[src/hdl/bea_pkg.sv]
// Shared types and constants of the binary entropy accumulator.
// No dependencies; every other file of the block imports this package.
package bea_pkg;

    // Field widths fixed by the interface
    localparam int CLASS_W     = 8;
    localparam int SUM_W       = 32;
    localparam int COUNT_OUT_W = 17;

    // Log2 datapath: Q1.30 mantissa, 16 result bits, one squaring per stage
    localparam int MANT_W     = 31;
    localparam int MANT_MSB   = 30;
    localparam int LOG_FRAC_W = 16;

    // Normalize stage + one stage per log bit + log assembly stage
    localparam int LANE_LAT = LOG_FRAC_W + 2;

    // One entropy term stays below 1.0 in Q16.16 plus truncation slack
    localparam int TERM_W = 18;
    localparam int H_W    = TERM_W + 1;

    localparam logic [SUM_W-1:0] SUM_CEIL = '1;

    // Per-cell control that travels alongside the datapath
    typedef struct packed {
        logic valid;
        logic counted;
        logic last;
    } t_cell_ctl;

endpackage

[src/hdl/bea_accum.sv]
// Saturating entropy sum and cell tally, with the result register.
// Depends on bea_pkg.
module bea_accum #(
    parameter int MAX_CELLS = 65536
) (
    input  logic                              i_clk,
    input  logic                              i_rst_n,
    input  bea_pkg::t_cell_ctl                i_ctl,
    input  logic [bea_pkg::H_W-1:0]           i_h,
    input  logic                              i_out_stall,
    output logic                              o_en,
    output logic                              o_out_valid,
    output logic [bea_pkg::SUM_W-1:0]         o_region_entropy,
    output logic [bea_pkg::COUNT_OUT_W-1:0]   o_cells_counted,
    output logic                              o_sum_saturated
);
    import bea_pkg::*;

    localparam int CW = $clog2(MAX_CELLS + 1);

    logic [SUM_W-1:0]       r_sum;
    logic [CW-1:0]          r_tally;
    logic                   r_sat;
    logic [SUM_W-1:0]       n_sum;
    logic [CW-1:0]          n_tally;
    logic                   n_sat;
    logic [SUM_W:0]         sum_wide;
    logic [CW-1:0]          tally_inc;
    logic                   step;
    logic                   load;
    logic                   r_out_valid;
    logic                   n_out_valid;
    logic [SUM_W-1:0]       r_total;
    logic [COUNT_OUT_W-1:0] r_count;
    logic                   r_sat_out;

    // Whole pipeline moves unless a result waits on a stalled receiver
    assign o_en = !(r_out_valid && i_out_stall);
    assign step = i_ctl.valid && o_en;
    assign load = step && i_ctl.last;

    // State after this cell
    always_comb begin
        n_sum     = r_sum;
        n_tally   = r_tally;
        n_sat     = r_sat;
        sum_wide  = {1'b0, r_sum} + (SUM_W+1)'(i_h);
        tally_inc = (r_tally < CW'(MAX_CELLS)) ? r_tally + CW'(1) : r_tally;
        if (i_ctl.counted) begin
            if (sum_wide >= {1'b0, SUM_CEIL}) begin
                n_sum = SUM_CEIL;
                n_sat = 1'b1;
            end else begin
                n_sum = sum_wide[SUM_W-1:0];
            end
            n_tally = tally_inc;
            if (tally_inc >= CW'(MAX_CELLS)) begin
                n_tally = CW'(MAX_CELLS);
                n_sat   = 1'b1;
            end
        end
    end

    // Accumulators clear after the last cell of a region
    always_ff @(posedge i_clk) begin
        if (!i_rst_n) begin
            r_sum   <= '0;
            r_tally <= '0;
            r_sat   <= 1'b0;
        end else if (step) begin
            if (i_ctl.last) begin
                r_sum   <= '0;
                r_tally <= '0;
                r_sat   <= 1'b0;
            end else begin
                r_sum   <= n_sum;
                r_tally <= n_tally;
                r_sat   <= n_sat;
            end
        end
    end

    // Result register
    always_comb begin
        if (load) begin
            n_out_valid = 1'b1;
        end else if (i_out_stall) begin
            n_out_valid = r_out_valid;
        end else begin
            n_out_valid = 1'b0;
        end
    end

    always_ff @(posedge i_clk) begin
        if (!i_rst_n) begin
            r_out_valid <= 1'b0;
        end else begin
            r_out_valid <= n_out_valid;
        end
    end

    always_ff @(posedge i_clk) begin
        if (load) begin
            r_total   <= n_sum;
            r_count   <= COUNT_OUT_W'(n_tally);
            r_sat_out <= n_sat;
        end
    end

    assign o_out_valid      = r_out_valid;
    assign o_region_entropy = r_total;
    assign o_cells_counted  = r_count;
    assign o_sum_saturated  = r_sat_out;

endmodule

[config.mk]
export PLATFORM = sky130hd
export DESIGN_NAME = bea_accum
export DESIGN_NICKNAME = d
export VERILOG_FILES = /design/src/hdl/bea_pkg.sv /design/src/hdl/bea_accum.sv
export SDC_FILE = /design/constraint.sdc
export NUM_CORES = 1
export LEC_CHECK = 0
export ABC_AREA = 1
export BUFFER_PORTS_ARGS = -buffer_cell sky130_fd_sc_hd__buf_2
export CAP_MARGIN = 20
export CORE_MARGIN = 1
export CORE_UTILIZATION = 55
export CTS_BUF_LIST = sky130_fd_sc_hd__clkbuf_8
export DETAILED_ROUTE_END_ITERATION = 7
export PLACE_DENSITY = 0.79
export SYNTH_ARGS = -nofsm -noshare
export SYNTH_HDL_FRONTEND = slang
export SYNTH_SLANG_ARGS = --single-unit
[constraint.sdc]
create_clock -name i_clk -period 3.55 [get_ports i_clk]
set_input_delay 0.71 -clock i_clk [delete_from_list [all_inputs] [get_ports i_clk]]
set_output_delay 0.71 -clock i_clk [all_outputs]
set_load 0.01 [all_outputs]
==> flow_summary_export.csv <==
group,metric,value,unit
setup_path,critPathTopFamily,"simple AND/OR/NAND/NOR gates",
finish,drive_above_1_share,0.171,
timing,worst_pin_slew,0.673,ns
cts,clkTransAtPathRegs,0.09,ns
route,num_vias,6503,
logic_synthesis,synth.cell_area,0.00681,mm²
setup_path,cp.required,3.69,ns
cts,ctsLongestPathBuffers,2,
logic_synthesis,synth_edf_count,50,
floorplan,num_rows,40,
finish,final_common_cell,"nand2_1",
route,firstDrtPassIters,5,
timing,setup_viol,0,
logic_synthesis,syn-num-nets,1036,
logic_synthesis,ys_async_sr_fraction,0,
setup_path,crit_path_start_kind,"input pin",
setup_path,cp_max_fo,16,
route,postRouteAntennaNets,0,
power_and_ir_drop,finalPower,2.38,mW
route,wire_per_inst,14.2,µm
timing,maxSlewHeadroom,0.550,
cts,clock_insertion_delay_worst_skew,0.39,ns
setup_path,endpoint,"o_region_entropy[1]",
setup_path,r2r_slack,0.44,ns
route,via_per_inst,5.28,
finish,final_cell_mix,"313 x nand2_1, 139 x inv_1, 93 x nor2_1",
timing,max_freq,0.318,GHz
setup_path,crit_arrival,3.29,ns
grt,grt_pass1_wl,28200,µm
setup_path,crit_chain,"buf_2, ha_1, nand2_2, inv_1, a21oi_1, nand3_1, nand2_1, nand2_1, nand3_1, nand2_1, nand3_1, nor2_2, nand3_4, buf_4, nand3b_2, and2_1",
logic_synthesis,synth_ff_type,"dfxtp_1",
route,drt_drc_violations_left,0,
placed_design,gp_congestion,1.02,
cts,cts_tree,"yes",
cts,cts_resized,0,
floorplan,die_h,113,µm
power_and_ir_drop,p_clk_frac,0.277,
finish,antennaDiodeCount,0,
timing,min_period_over_period,0.887,
floorplan,start_util,0.565,
power_and_ir_drop,p_per_area,315,mW/mm²
power_and_ir_drop,seqPwrFrac,0.543,
setup_path,worstSetupStartpoint,"i_h[10]",
grt,grt_usage,0.284,
logic_synthesis,syn_inst,990,
floorplan,ioPinCount,77,
logic_synthesis,synth_cell_types,39,
timing,fin_tns_setup,0,ns
grt,antenna_found_initial,0,
route,dr.first_iter.drc_count,454,
floorplan,die_w,113,µm
setup_path,r2r-end,"o_region_entropy[1]",
route,finalWirelength,17500,µm
cts,cts_buffers,9,
setup_path,cp_num_cells,16,
finish,synthToLayoutAreaGrowth,10.9,%
power_and_ir_drop,power.share.combinational,0.180,
placed_design,numPortBuffers,76,
timing,grt_setup_unrepaired,"no",
cts,htreeDepth,3,
logic_synthesis,seq_area_frac_synth,0.370,
run,maxCapViolCount,0,
setup_path,r2r_cells,19,
setup_path,crit_slowest_cell,"ha_1",
timing,hold_viol_final,0,
min_path,min_path_type,"flop to flop",
finish,utilization,0.627,
timing,min_period,3.15,ns
floorplan,core_area,0.0121,mm²
grt,grt-ovfl-total,0,
timing,skew,0.0167,ns
placed_design,dpl.hpwl,12900,µm
setup_path,r2r_start,"r_sum[0]",
cts,clock-root-buffer,"clkbuf_8",
finish,fin_nets,1105,
setup_path,critical_path.max_stage_delay,0.37,ns
logic_synthesis,synth-seq-cells,101,
power_and_ir_drop,ir_drop,226,µV
power_and_ir_drop,p_leak,3.49,nW
logic_synthesis,synth_area_leader_cell,"edfxtp_1",
cts,cts_hold_buffers,0,
cts,clock-sinks,101,
status,status,"complete, no violations",
logic_synthesis,syn_avg_cell_area,6.88,µm²
power_and_ir_drop,p_switching,0.712,mW
logic_synthesis,synth_top_area_frac,0.220,
timing,slew_violations,0,
setup_path,path_buf_inv,3,
min_path,holdPathStages,2,
setup_path,end_kind,"flop",
floorplan,dieArea,0.0128,mm²
cts,cts_setup_buffers,0,
grt,grt_max_degree,52,
power_and_ir_drop,internal_power,1.67,mW
setup_path,critPathKind,"input pin to flop",
logic_synthesis,synthTopCellsByArea,"edfxtp_1 22%, nand2_1 17%, dfxtp_1 15%, inv_1 7.5%, a21oi_1 5.6%",
grt,grt_pass1_vias,5930,
logic_synthesis,yosysWarnings,0,
power_and_ir_drop,swShare,0.299,
-- tightest hold or removal path: cells and delay by family (launching register included) --
family             cells  cell delay (ns)
and+or+nand+nor        1             0.06
AOI/OAI and AO/OA      1             0.05
DFF                    1             0.33
-- metal layers --
metal,GRT usage,wire [µm],vias up
li1,-,-,3305
met1,0.344,7640,2916
met2,0.481,8050,236
met5,0,0,-
met3,0.0643,1200,46
met4,0.128,620,0
-- flip-flops by register name (all words and copies together), names as in the netlist --
signal / count
r_sat: 1
o_cells_counted: 17
r_sum: 32
o_out_valid: 1
o_region_entropy: 32
o_sum_saturated: 1
r_tally: 17
-- power groups by stage --
stage,sequential (mW),combinational [mW],clock (mW)
global placement,1.32,0.418,0
finish,1.29,0.428,0.660
CTS,1.29,0.425,0.673
global route,1.30,0.477,0.715
detailed placement,1.32,0.423,0
floorplan,1.33,0.285,0
-- stage by stage --
step | cells | worst slack [ns] | hold WS (ns) | cell area [µm²]
3_5_place_dp | 1216 | 0.0725 | 0.464 | 7390
2_1_floorplan | 990 | 0.601 | 0.445 | 6820
5_1_grt | 1232 | 0.251 | 0.489 | 7560
3_3_place_gp | 1216 | 0.0724 | 0.457 | 7390
6_report | 1232 | 0.402 | 0.480 | 7560
4_1_cts | 1232 | 0.477 | 0.478 | 7560
-- logic make-up (layout without fill, tap and decap cells) --
kind of cell / after synthesis / count (layout) / synth area share
xor gates and xnor gates: 6 / 6 / 0.00771
adders and majority gates: 21 / 21 / 0.0397
muxes: 1 / 1 / 0.00147
AOI/OAI and AO/OA: 96 / 96 / 0.0731
and+or+nand+nor: 591 / 591 / 0.407
DFF: 101 / 101 / 0.370
buffers and inverters: 174 / 248 / 0.101
-- synthesized netlist by cell type (17+ instances only) --
cell,number
nand2_1,314
nor2_1,95
nand3b_1,19
a21oi_1,76
ha_1,20
edfxtp_1,50
or2_2,17
nand3_1,65
nand3_2,30
clkbuf_1,19
inv_1,137
dfxtp_1,51
-- final cells by class --
| class | instances | area, µm² |
|---|---|---|
| clock buffer | 9 | 124 |
| clock inverter | 7 | 42.5 |
| fill | 1121 | 4500 |
| inverter | 144 | 541 |
| multi-input combinational | 715 | 3620 |
| sequential | 101 | 2520 |
| tap | 168 | 210 |
| timing repair buffer | 88 | 495 |
-- how the worst min path moves through the flow --
stage                      from           to  slack [ns]
detailed placement   r_tally[9]   r_tally[9]        0.46
global placement     r_tally[9]   r_tally[9]        0.46
finish               r_tally[9]   r_tally[9]        0.48
floorplan           r_tally[12]  r_tally[12]        0.45
global route         r_tally[9]   r_tally[9]        0.49
CTS                  r_tally[9]   r_tally[9]        0.48
No activity file was read; power rests on OpenSTA's default activity.
